### src/integer_alu_with_power_core_defines.svh
// Assertion helpers for the integer ALU core.
// Both expect aclk and aresetn in the scope where they are used.
`ifndef INTEGER_ALU_WITH_POWER_CORE_DEFINES_SVH
`define INTEGER_ALU_WITH_POWER_CORE_DEFINES_SVH

// Consequent must hold in the same cycle as the antecedent
`define IALU_ASSERT_NOW(label, ante, cons, msg) \
    label: assert property (@(posedge aclk) disable iff (!aresetn) (ante) |-> (cons)) \
        else $error(msg);

// Consequent must hold in the cycle after the antecedent
`define IALU_ASSERT_NEXT(label, ante, cons, msg) \
    label: assert property (@(posedge aclk) disable iff (!aresetn) (ante) |=> (cons)) \
        else $error(msg);

`endif

### src/ialu_pkg.sv
package ialu_pkg;

    // bits of the multiplier operand consumed per multiply step
    localparam int MUL_DIGIT = 16;

    // operation codes; the two remaining codes are invalid
    typedef enum logic [2:0] {
        OP_ADD = 3'd0,
        OP_SUB = 3'd1,
        OP_MUL = 3'd2,
        OP_DIV = 3'd3,
        OP_MOD = 3'd4,
        OP_POW = 3'd5
    } op_t;

    typedef enum logic [1:0] {
        ST_OK       = 2'd0,
        ST_DIVZERO  = 2'd1,
        ST_OVERFLOW = 2'd2,
        ST_INVALID  = 2'd3
    } status_t;

    // how the decoded beat gets its result
    typedef enum logic [1:0] {
        JOB_QUICK = 2'd0,
        JOB_DIV   = 2'd1,
        JOB_MUL   = 2'd2,
        JOB_POW   = 2'd3
    } job_t;

    // multiplier operand pair: a*b, acc*base, base*base
    typedef enum logic [1:0] {
        MSEL_AB  = 2'd0,
        MSEL_ACC = 2'd1,
        MSEL_SQR = 2'd2
    } msel_t;

    // controller to datapath
    typedef struct packed {
        logic  load;
        logic  quick;
        logic  div_init;
        logic  div_step;
        logic  div_fin;
        logic  mul_init;
        msel_t mul_sel;
        logic  mul_step;
        logic  mul_fin;
        logic  pow_init;
        logic  acc_load;
        logic  base_load;
        logic  e_shift;
        logic  pow_fin;
        logic  pow_sat;
        logic  out_load;
    } cmd_t;

    // datapath to controller
    typedef struct packed {
        job_t job;
        logic e_bit0;
        logic e_next_zero;
        logic mul_ovf;
    } sts_t;

endpackage

### src/ialu_dp.sv
module ialu_dp #(
    parameter int DATA_WIDTH = 32
) (
    input  logic                  aclk,
    input  logic [2:0]            in_op,
    input  logic [DATA_WIDTH-1:0] in_a,
    input  logic [DATA_WIDTH-1:0] in_b,
    input  ialu_pkg::cmd_t        cmd,
    output ialu_pkg::sts_t        sts,
    output logic [DATA_WIDTH-1:0] out_result,
    output logic [1:0]            out_status
);

    localparam int W  = DATA_WIDTH;
    localparam int D  = ialu_pkg::MUL_DIGIT;
    localparam int S  = (W + D - 1) / D;
    localparam int YW = S * D;
    localparam int PW = YW + W;
    localparam int EW = $clog2(W);
    localparam logic [W-1:0] MIN_W = {1'b1, {(W-1){1'b0}}};
    localparam logic [W-1:0] MAX_W = ~MIN_W;

    logic [2:0]        op_reg;
    logic [W-1:0]      a_reg, b_reg;
    logic [W-1:0]      res_reg, out_res_reg;
    ialu_pkg::status_t st_reg, out_st_reg;
    logic [W-1:0]      quo_reg, rem_reg;
    logic [W-1:0]      acc_reg, base_reg;
    logic [EW-1:0]     e_reg;
    logic              neg_reg;
    logic [W-1:0]      mx_reg;
    logic [YW-1:0]     my_reg;
    logic [PW-1:0]     prod_reg;

    logic              a_neg, b_neg, pow_neg;
    logic [W-1:0]      a_mag, b_mag;
    logic [W-1:0]      q_res;
    ialu_pkg::status_t q_st;
    ialu_pkg::job_t    job;
    logic [W-1:0]      mx_sel, my_sel;
    logic [D-1:0]      digit;
    logic [W+D-1:0]    pp;
    logic [W:0]        div_sh, div_diff;
    logic [W-1:0]      div_res, limit;

    // operand signs and magnitudes
    assign a_neg   = a_reg[W-1];
    assign b_neg   = b_reg[W-1];
    assign a_mag   = a_neg ? ({W{1'b0}} - a_reg) : a_reg;
    assign b_mag   = b_neg ? ({W{1'b0}} - b_reg) : b_reg;
    assign pow_neg = a_neg & b_reg[0];

    // decode: quick results and special cases
    always_comb begin
        q_res = '0;
        q_st  = ialu_pkg::ST_OK;
        job   = ialu_pkg::JOB_QUICK;
        case (op_reg)
            ialu_pkg::OP_ADD: q_res = a_reg + b_reg;
            ialu_pkg::OP_SUB: q_res = a_reg - b_reg;
            ialu_pkg::OP_MUL: job = ialu_pkg::JOB_MUL;
            ialu_pkg::OP_DIV, ialu_pkg::OP_MOD: begin
                if (b_reg == '0) begin
                    q_st = ialu_pkg::ST_DIVZERO;
                end else if (a_reg == MIN_W && (&b_reg)) begin
                    q_st = ialu_pkg::ST_OVERFLOW;
                end else begin
                    job = ialu_pkg::JOB_DIV;
                end
            end
            ialu_pkg::OP_POW: begin
                if (b_neg) begin
                    // truncated reciprocal
                    if (a_reg == W'(1)) begin
                        q_res = W'(1);
                    end else if (&a_reg) begin
                        q_res = b_reg[0] ? {W{1'b1}} : W'(1);
                    end else if (a_reg == '0) begin
                        q_st = ialu_pkg::ST_DIVZERO;
                    end
                end else if (b_reg == '0) begin
                    q_res = W'(1);
                end else if (a_mag <= W'(1)) begin
                    q_res = pow_neg ? ({W{1'b0}} - a_mag) : a_mag;
                end else if (b_reg >= W'(W)) begin
                    // base magnitude of at least two: exceeds the word for sure
                    q_res = pow_neg ? MIN_W : MAX_W;
                    q_st  = ialu_pkg::ST_OVERFLOW;
                end else begin
                    job = ialu_pkg::JOB_POW;
                end
            end
            default: q_st = ialu_pkg::ST_INVALID;
        endcase
    end

    // multiplier operand select
    always_comb begin
        case (cmd.mul_sel)
            ialu_pkg::MSEL_ACC: begin
                mx_sel = acc_reg;
                my_sel = base_reg;
            end
            ialu_pkg::MSEL_SQR: begin
                mx_sel = base_reg;
                my_sel = base_reg;
            end
            default: begin
                mx_sel = a_reg;
                my_sel = b_reg;
            end
        endcase
    end

    // digit-serial product, top digit first
    assign digit = my_reg[YW-1 -: D];
    assign pp    = mx_reg * digit;
    assign limit = neg_reg ? MIN_W : MAX_W;

    // restoring divide step
    assign div_sh   = {rem_reg, quo_reg[W-1]};
    assign div_diff = div_sh - {1'b0, base_reg};
    always_comb begin
        if (op_reg == ialu_pkg::OP_DIV) begin
            div_res = (a_neg ^ b_neg) ? ({W{1'b0}} - quo_reg) : quo_reg;
        end else begin
            div_res = a_neg ? ({W{1'b0}} - rem_reg) : rem_reg;
        end
    end

    // input beat
    always_ff @(posedge aclk) begin
        if (cmd.load) begin
            op_reg <= in_op;
            a_reg  <= in_a;
            b_reg  <= in_b;
        end
    end

    // multiplier registers
    always_ff @(posedge aclk) begin
        if (cmd.mul_init) begin
            mx_reg   <= mx_sel;
            my_reg   <= YW'(my_sel);
            prod_reg <= '0;
        end else if (cmd.mul_step) begin
            my_reg   <= my_reg << D;
            prod_reg <= (prod_reg << D) + PW'(pp);
        end
    end

    // divider registers
    always_ff @(posedge aclk) begin
        if (cmd.div_init) begin
            quo_reg <= a_mag;
            rem_reg <= '0;
        end else if (cmd.div_step) begin
            if (!div_diff[W]) begin
                rem_reg <= div_diff[W-1:0];
                quo_reg <= {quo_reg[W-2:0], 1'b1};
            end else begin
                rem_reg <= div_sh[W-1:0];
                quo_reg <= {quo_reg[W-2:0], 1'b0};
            end
        end
    end

    // power loop registers; base also holds the divisor magnitude
    always_ff @(posedge aclk) begin
        if (cmd.div_init) begin
            base_reg <= b_mag;
        end else if (cmd.pow_init) begin
            base_reg <= a_mag;
        end else if (cmd.base_load) begin
            base_reg <= prod_reg[W-1:0];
        end
        if (cmd.pow_init) begin
            acc_reg <= W'(1);
            e_reg   <= b_reg[EW-1:0];
            neg_reg <= pow_neg;
        end else begin
            if (cmd.acc_load) begin
                acc_reg <= prod_reg[W-1:0];
            end
            if (cmd.e_shift) begin
                e_reg <= e_reg >> 1;
            end
        end
    end

    // result register
    always_ff @(posedge aclk) begin
        if (cmd.quick) begin
            res_reg <= q_res;
            st_reg  <= q_st;
        end else if (cmd.div_fin) begin
            res_reg <= div_res;
            st_reg  <= ialu_pkg::ST_OK;
        end else if (cmd.mul_fin) begin
            res_reg <= prod_reg[W-1:0];
            st_reg  <= ialu_pkg::ST_OK;
        end else if (cmd.pow_fin) begin
            res_reg <= neg_reg ? ({W{1'b0}} - acc_reg) : acc_reg;
            st_reg  <= ialu_pkg::ST_OK;
        end else if (cmd.pow_sat) begin
            res_reg <= limit;
            st_reg  <= ialu_pkg::ST_OVERFLOW;
        end
    end

    // output beat register
    always_ff @(posedge aclk) begin
        if (cmd.out_load) begin
            out_res_reg <= res_reg;
            out_st_reg  <= st_reg;
        end
    end

    assign sts.job         = job;
    assign sts.e_bit0      = e_reg[0];
    assign sts.e_next_zero = (e_reg >> 1) == '0;
    assign sts.mul_ovf     = prod_reg > PW'(limit);
    assign out_result      = out_res_reg;
    assign out_status      = out_st_reg;

endmodule

### src/ialu_ctrl.sv
module ialu_ctrl #(
    parameter int DATA_WIDTH = 32
) (
    input  logic           aclk,
    input  logic           aresetn,
    input  logic           s_valid,
    output logic           s_ready,
    output logic           m_valid,
    input  logic           m_ready,
    input  ialu_pkg::sts_t sts,
    output ialu_pkg::cmd_t cmd
);

    localparam int W  = DATA_WIDTH;
    localparam int D  = ialu_pkg::MUL_DIGIT;
    localparam int S  = (W + D - 1) / D;
    localparam int CW = $clog2(W);

    typedef enum logic [8:0] {
        S_IDLE   = 9'b000000001,
        S_DECODE = 9'b000000010,
        S_DIV    = 9'b000000100,
        S_DIVFIN = 9'b000001000,
        S_MUL    = 9'b000010000,
        S_MULEND = 9'b000100000,
        S_PTEST  = 9'b001000000,
        S_PSHIFT = 9'b010000000,
        S_DONE   = 9'b100000000
    } state_t;

    state_t          state_reg, state_next;
    logic [CW-1:0]   cnt_reg, cnt_next;
    ialu_pkg::msel_t dest_reg, dest_next;
    logic            ov_reg, ov_next;

    // sequencer
    always_comb begin
        state_next = state_reg;
        cnt_next   = cnt_reg;
        dest_next  = dest_reg;
        ov_next    = ov_reg;
        cmd        = '0;
        if (ov_reg && m_ready) begin
            ov_next = 1'b0;
        end
        case (state_reg)
            S_IDLE: begin
                if (s_valid) begin
                    cmd.load   = 1'b1;
                    state_next = S_DECODE;
                end
            end
            S_DECODE: begin
                case (sts.job)
                    ialu_pkg::JOB_DIV: begin
                        cmd.div_init = 1'b1;
                        cnt_next     = '0;
                        state_next   = S_DIV;
                    end
                    ialu_pkg::JOB_MUL: begin
                        cmd.mul_init = 1'b1;
                        cmd.mul_sel  = ialu_pkg::MSEL_AB;
                        dest_next    = ialu_pkg::MSEL_AB;
                        cnt_next     = '0;
                        state_next   = S_MUL;
                    end
                    ialu_pkg::JOB_POW: begin
                        cmd.pow_init = 1'b1;
                        state_next   = S_PTEST;
                    end
                    default: begin
                        cmd.quick  = 1'b1;
                        state_next = S_DONE;
                    end
                endcase
            end
            S_DIV: begin
                cmd.div_step = 1'b1;
                cnt_next     = cnt_reg + CW'(1);
                if (cnt_reg == CW'(W - 1)) begin
                    state_next = S_DIVFIN;
                end
            end
            S_DIVFIN: begin
                cmd.div_fin = 1'b1;
                state_next  = S_DONE;
            end
            S_MUL: begin
                cmd.mul_step = 1'b1;
                cnt_next     = cnt_reg + CW'(1);
                if (cnt_reg == CW'(S - 1)) begin
                    state_next = S_MULEND;
                end
            end
            S_MULEND: begin
                case (dest_reg)
                    ialu_pkg::MSEL_ACC: begin
                        if (sts.mul_ovf) begin
                            cmd.pow_sat = 1'b1;
                            state_next  = S_DONE;
                        end else begin
                            cmd.acc_load = 1'b1;
                            state_next   = S_PSHIFT;
                        end
                    end
                    ialu_pkg::MSEL_SQR: begin
                        if (sts.mul_ovf) begin
                            cmd.pow_sat = 1'b1;
                            state_next  = S_DONE;
                        end else begin
                            cmd.base_load = 1'b1;
                            state_next    = S_PTEST;
                        end
                    end
                    default: begin
                        cmd.mul_fin = 1'b1;
                        state_next  = S_DONE;
                    end
                endcase
            end
            S_PTEST: begin
                // multiply into acc on a set exponent bit
                if (sts.e_bit0) begin
                    cmd.mul_init = 1'b1;
                    cmd.mul_sel  = ialu_pkg::MSEL_ACC;
                    dest_next    = ialu_pkg::MSEL_ACC;
                    cnt_next     = '0;
                    state_next   = S_MUL;
                end else begin
                    state_next = S_PSHIFT;
                end
            end
            S_PSHIFT: begin
                cmd.e_shift = 1'b1;
                if (sts.e_next_zero) begin
                    cmd.pow_fin = 1'b1;
                    state_next  = S_DONE;
                end else begin
                    cmd.mul_init = 1'b1;
                    cmd.mul_sel  = ialu_pkg::MSEL_SQR;
                    dest_next    = ialu_pkg::MSEL_SQR;
                    cnt_next     = '0;
                    state_next   = S_MUL;
                end
            end
            S_DONE: begin
                // hand over once the output register is free
                if (!ov_reg || m_ready) begin
                    cmd.out_load = 1'b1;
                    ov_next      = 1'b1;
                    state_next   = S_IDLE;
                end
            end
            default: state_next = S_IDLE;
        endcase
    end

    always_ff @(posedge aclk) begin
        if (!aresetn) begin
            state_reg <= S_IDLE;
            cnt_reg   <= '0;
            dest_reg  <= ialu_pkg::MSEL_AB;
            ov_reg    <= 1'b0;
        end else begin
            state_reg <= state_next;
            cnt_reg   <= cnt_next;
            dest_reg  <= dest_next;
            ov_reg    <= ov_next;
        end
    end

    assign s_ready = (state_reg == S_IDLE);
    assign m_valid = ov_reg;

endmodule

### src/integer_alu_with_power_core.sv
// Add, sub, errors and trivial powers are decoded directly; mul runs the multiplier;
// div and mod run the divider (one quotient bit per cycle); pow reuses the
// 16-bit-per-cycle multiplier for every squaring and every accumulator multiply.
// One beat in flight: the next input beat is taken the cycle after the result moves to
// the output register, which may still be waiting on m_axis_tready.
// Reset: synchronous, active-low aresetn clears the sequencer and output valid.
`include "integer_alu_with_power_core_defines.svh"

module integer_alu_with_power_core #(
    parameter int DATA_WIDTH = 32
) (
    input  logic                                      aclk,
    input  logic                                      aresetn,
    input  logic                                      s_axis_tvalid,
    output logic                                      s_axis_tready,
    // op[2:0], operand_a, operand_b, zero pad
    input  logic [((3+2*DATA_WIDTH+7)/8)*8-1:0]      s_axis_tdata,
    output logic                                      m_axis_tvalid,
    input  logic                                      m_axis_tready,
    // result, status[1:0], zero pad
    output logic [((DATA_WIDTH+2+7)/8)*8-1:0]        m_axis_tdata
);

    localparam int W     = DATA_WIDTH;
    localparam int OUT_W = ((W + 2 + 7) / 8) * 8;

    ialu_pkg::cmd_t ctrl_cmd;
    ialu_pkg::sts_t dp_sts;
    logic [W-1:0]   out_result;
    logic [1:0]     out_status;
    logic           in_beat, out_free, out_err;

    ialu_ctrl #(
        .DATA_WIDTH(DATA_WIDTH)
    ) u_ctrl (
        .aclk    (aclk),
        .aresetn (aresetn),
        .s_valid (s_axis_tvalid),
        .s_ready (s_axis_tready),
        .m_valid (m_axis_tvalid),
        .m_ready (m_axis_tready),
        .sts     (dp_sts),
        .cmd     (ctrl_cmd)
    );

    ialu_dp #(
        .DATA_WIDTH(DATA_WIDTH)
    ) u_dp (
        .aclk       (aclk),
        .in_op      (s_axis_tdata[2:0]),
        .in_a       (s_axis_tdata[W+2:3]),
        .in_b       (s_axis_tdata[2*W+2:W+3]),
        .cmd        (ctrl_cmd),
        .sts        (dp_sts),
        .out_result (out_result),
        .out_status (out_status)
    );

    assign m_axis_tdata = OUT_W'({out_status, out_result});

    // checks
    assign in_beat  = s_axis_tvalid && s_axis_tready;
    assign out_free = !m_axis_tvalid || m_axis_tready;
    assign out_err  = m_axis_tvalid && (out_status == ialu_pkg::ST_DIVZERO ||
                                        out_status == ialu_pkg::ST_INVALID);

    `IALU_ASSERT_NEXT(a_busy_after_beat, in_beat, !s_axis_tready, "beat taken while busy")
    `IALU_ASSERT_NOW(a_no_overwrite, ctrl_cmd.out_load, out_free, "result overwritten")
    `IALU_ASSERT_NOW(a_error_zero, out_err, out_result == '0, "error result not zero")

endmodule
### config.mk
export PLATFORM = sky130hd
export DESIGN_NAME = integer_alu_with_power_core
export DESIGN_NICKNAME = d
export VERILOG_FILES = /design/src/ialu_pkg.sv /design/src/ialu_dp.sv /design/src/ialu_ctrl.sv /design/src/integer_alu_with_power_core.sv
export VERILOG_INCLUDE_DIRS = /design/src /design/src/src
export SDC_FILE = /design/constraint.sdc
export NUM_CORES = 2
export LEC_CHECK = 0
export ABC_AREA = 1
export BUFFER_PORTS_ARGS = -buffer_cell sky130_fd_sc_hd__buf_2
export CAP_MARGIN = 10
export CORE_MARGIN = 4
export CORE_UTILIZATION = 45
export DETAILED_ROUTE_END_ITERATION = 8
export PLACE_DENSITY = 0.61
export SYNTH_ARGS = -nofsm -noshare
export SYNTH_HDL_FRONTEND = slang
export SYNTH_SLANG_ARGS = --single-unit
export TNS_END_PERCENT = 1
### constraint.sdc
create_clock -name aclk -period 15.9 [get_ports aclk]
set_input_delay 2.385 -clock aclk [delete_from_list [all_inputs] [get_ports aclk]]
set_output_delay 2.385 -clock aclk [all_outputs]
set_load 0.05 [all_outputs]
# == Yosys cells after proc, flatten, opt, wreduce, memory -nomap -nowiden ==
# Cells that the tools add are included.
# word_totals
word_cells,203
reg_bits,414
input_bits,76
out_inout_bits,42
# classes
reduce_logical,27
n_addsub,11
muxes,106
order_cmp,3
bitwise_logic,2
n_eq_ne,33
mul,1
# ops
operator,n
2-to-1 mux 32 bit,30
subtractor 1 x 32 -> 32 bit (first input constant),6
one-hot mux 32 bit (3 select lines),1
one-hot mux 9 bit (9 select lines),1
adder 64 x 48 -> 64 bit,1
> comparator 64 x 32 -> 1 bit,1
zero test 32 bit,2
one-hot mux 32 bit (2 select lines),1
AND reduction 32 bit,2
2-to-1 mux 9 bit,7
multiplier 32 x 16 -> 48 bit,1
2-to-1 mux 2 bit,24
subtractor 33 x 32 -> 33 bit,1
adder 32 bit,1
== test 32 x 1 -> 1 bit (second input constant),1
== test 32 bit (second input constant),1
>= comparator 32 x 6 -> 1 bit (second input constant),1
<= comparator 32 x 1 -> 1 bit (second input constant),1
subtractor 32 bit,1
one-hot mux 9 bit (3 select lines),1
2-to-1 mux 1 bit,26
2-to-1 mux 5 bit,5
one-hot mux 5 bit (4 select lines),1
one-hot mux 2 bit (3 select lines),3
other kinds (37),63

# == Depth between registers and ports, before layout ==
# logic_depth
ltp_word,14
ltp_mapped,33
mapped_depth_nobuf,31

# == Modules after synthesis ==
# From an unflattened synthesis, not the netlist that was laid out.
# hier_totals
cells_unflattened,6222
area_unflattened_um2,46264.4
# modules_own_cells
mod,seq_area_each_um2,cells_each,instances,area_each_um2
ialu_dp,10640.2,6017,1,44823.0
ialu_ctrl,340.3,198,1,1392.6
integer_alu_with_power_core,0.0,7,1,48.8

# == Worst setup path after synthesis ==
# Ideal clock, no wire load.
# synth_path
path_kind,register -> register
from,reg u_dp.mx_reg[25]
to,reg u_dp.prod_reg[60]
period_less_slack_ns,6.053
setup_slack_ns,9.847
required_time_ns,15.785
stages_incl_launch_ff,27
setup_ns,0.115
t_arrival_ns,5.938
path_buffers,2
cell_sequence,edfxtp_1 -> clkbuf_1 -> clkbuf_1 -> nand2_1 -> fa_1 -> inv_1 -> fa_1 -> inv_1 -> fa_1 -> inv_1 -> fa_1 -> fa_1 -> inv_1 -> fa_1 -> inv_1 -> ha_1 -> nand2_1 -> nor2_1 -> inv_1 -> nor4_1 -> nand3_1 -> nand3_1 -> a21o_1 -> nand3_1 -> xor2_1 -> o21ai_0 -> inv_1
# synth_between
elab_chain_len,2
# synth_lines
item,line_no,rtl
start: declaration,ialu_dp.sv:31,logic [W-1:0] mx_reg;
start signal: assignment,ialu_dp.sv:143,mx_reg <= mx_sel;
multiplier 32 x 16 -> 48 bit,ialu_dp.sv:117,assign pp = mx_reg * digit;
adder 64 x 48 -> 64 bit,ialu_dp.sv:148,prod_reg <= (prod_reg << D) + PW'(pp);
end signal: assignment,ialu_dp.sv:148,
end: declaration,ialu_dp.sv:33,logic [PW-1:0] prod_reg;
# No other way between the ends.
# A chain may end at the register's enable or synchronous reset.

# == Worst setup path in the final report ==
# layout_path
from,reg u_dp.mx_reg[16]
to,reg u_dp.prod_reg[46]
# Same word-level chain as after synthesis.

==> metrics <==
buffer depth of the longest clock path 3; Final nets 6964; CTS tree built; register area share after synthesis 23.9%; fin. max-slew vios 0; critical path type reg -> reg; core area 102000 um2; cts bufs inserted 51; Max Used Layer met5; setup TNS 0 ns; Tot Pwr 0.00433 W; final hold vios 0; Distinct cells, synth 62; routed length on met2 78300 um; Hold/Removal Path Class reg -> reg; layout cell share with drive strength beyond 1 5.32%; Slew @ Worst Pin 1.26 ns; PD cells 87.4 nW/um2; largest net degree at the start of global routing 84; DRC viols 0; hold buffer count at cts 0; syn avg cell area 7.39 um2; wl on met1 66300 um; Post-synth EDFFs 269; via/cell ratio 5.54; Seq cells post-synth 414; hpwl dp 135000 um; dominant cell type by area after synthesis fa_1; # H-tree levels 2; Worst VDD drop 82.8 uV; Detail Route met3 WL 13500 um; initial core utilization 45.3%; Final Setup Violations 0; Synth-to-Final Area Change 7.63%; ANT nets after route 0; final RePlAce weighted congestion 1.02; synth top area cells fa_1 (20%), edfxtp_1 (18%), inv_1 (11%), nand2_1 (11%), ha_1 (7.0%); Gate Count Post-Synth 6222; vias in the first global route 41300; area share of the largest cell type after synthesis 19.7%; worst setup margin 8.65 ns; Clock Tree Root clkbuf_16; row count 117; Critical Path RT 16.43 ns; initial antenna violation count 4; P_leak 24.8 nW; synth warn 0; Async SR Flop Fraction 0%; post-CTS setup buffer count 0; synthesized area 46000 um2; 1st-pass router iterations 9; first-pass GRT wire length 257000 um; crit path max fanout 16; Main synth FF type edfxtp_1; IO Pins 118; PortBufs 106; DRT iter0 DRCs 3702; max_cap viols 0; Tmin final 7.25 ns; max FFs per register 64; routed wire length 171000 um; CTS clock-pin slew for the worst setup and hold paths 0.06 ns; clock latency on the worst-skew pair 0.65 ns; outcome finished clean; fmax 138 MHz; die area 107000 um2; CP endpoint kind flip-flop; Startpoint Class flip-flop; global-route usage over all layers 31.7%; WP data arrival 7.77 ns; gr ovfl total 0; Slew headroom 14.9%; fin crit share 45.6%; RSZ-0062 raised after global routing no; CTS sink cnt 414; Gates resized, CTS repair 0; via count 42100; DIE HEIGHT 328 um; dpl ws 8.72 ns; wire per inst 22.6 um; Die Wd 328 um; skew final 0.0313 ns
[worst max-delay path, stage by stage (launching register included)]
cell,delay (ns)
edfxtp_1,0.97
nand2_1,0.18
fa_1,0.58
inv_1,0.05
fa_1,0.52
fa_1,0.45
fa_1,0.53
fa_1,0.56
inv_1,0.06
fa_1,0.56
inv_1,0.06
ha_1,0.41
a21oi_1,0.43
o21ai_0,0.20
a21oi_1,0.31
o21ai_0,0.14
a21oi_1,0.35
inv_1,0.11
nand2_1,0.08
nand2_1,0.08
a21oi_1,0.21
xnor2_1,0.10
o21ai_0,0.15
inv_1,0.05
[cell families after synthesis]
group / share of synthesized area [%]
AOI/OAI and AO/OA: 13.5
buffers and inverters: 13.4
adders and majority gates: 26.6
and+or+nand+nor: 20.2
other: 0.00815
xor gates and xnor gates: 2.34
DFF: 23.9
[where the power goes]
| part | leakage, nW | switching (W) | internal (W) | total (W) |
|---|---|---|---|---|
| logic | 20.3 | 0.00114 | 0.000525 | 0.00167 |
| clock network | 0.899 | 0.000534 | 0.000781 | 0.00132 |
| registers | 3.60 | 0.000125 | 0.00122 | 0.00134 |
| total | 24.8 | 0.00180 | 0.00252 | 0.00433 |
[metal layers]
metal / GRT usage, % / vias to the layer above
met5: 0 / -
met2: 51.6 / 1789
met4: 19.3 / 8
li1: - / 19500
met3: 5.44 / 461
met1: 39.5 / 20300
[Yosys cell counts (all sizes together), types with 23 or more instances]
library cell     n
nor2           492
clkbuf         216
ha             256
xor2            83
inv           1354
dfxtp          145
a21o            23
edfxtp         269
buf             42
a31oi           48
nand3          226
a21oi          394
o21ai          490
o221ai          34
nand4           55
nor3            72
o211ai          46
xnor2           40
nand2         1330
fa             452
nor4            46
[final cells by class]
cell class / instances / area [um2]
multi-input cells: 4196 / 28900
diodes: 2 / 5.00
fillers: 10400 / 52100
clock buffers: 57 / 1350
clock inverters: 34 / 502
flip-flops and latches: 414 / 11000
repair buffers: 158 / 921
well taps: 1368 / 1710
inverters: 1359 / 5100
[per-stage QoR]
step	cell area [um2]	std cells	hold slack, ns	utilization [%]
floorplan	46000	6227	0.400	-
global placement	47700	7495	0.405	46.9
detailed placement	47700	7495	0.405	46.9
CTS	49500	7586	0.419	48.7
global route	49500	7586	0.423	48.7
finish	49500	7588	0.417	48.7
[placed cells by master, fill, tap and decap left out, types with 6 or more instances in the layout]
master     Yosys  final
inv_2          6      6
nor2_2        11     12
a22oi_1        7      7
a21oi_1      374    373
xor2_1        83     83
o21ai_0      483    483
nand3_1      222    222
nand4_1       55     55
nand2_2        9     13
dfxtp_1      145    145
a21oi_2       19     19
a21boi_0       8      8
nor3_1        69     68
inv_1       1348   1347
nor2_1       479    477
o21bai_1      12     12
or2_2         13     13
conb_1         1      6
buf_4         12     52
nor4_1        45     44
a211oi_1       8      8
clkinv_1       5      8
fa_1         452    452
clkinv_4       0      8
bufinv_16      0     10
nand2_1     1317   1313
o22ai_1       10     10
buf_2         22    106
o211ai_1      46     46
a21o_1        23     23
a31oi_1       48     48
o31ai_1        9      8
o21a_1        10     10
clkbuf_16      0     52
edfxtp_1     269    269
ha_1         256    256
xnor2_1       40     40
o221ai_1      34     34
[path summary, 6_finish.rpt]
path,slack [ns],depth (start not counted),end,startpoint
min,0.42,0,u_dp.out_result[11],u_dp.res_reg[11]
max,8.65,23,u_dp.prod_reg[46],u_dp.mx_reg[16]
min reg2reg,0.42,0,u_dp.out_result[11],u_dp.res_reg[11]
max reg2reg,8.65,23,u_dp.prod_reg[46],u_dp.mx_reg[16]
(Power assumes the default switching activity.)
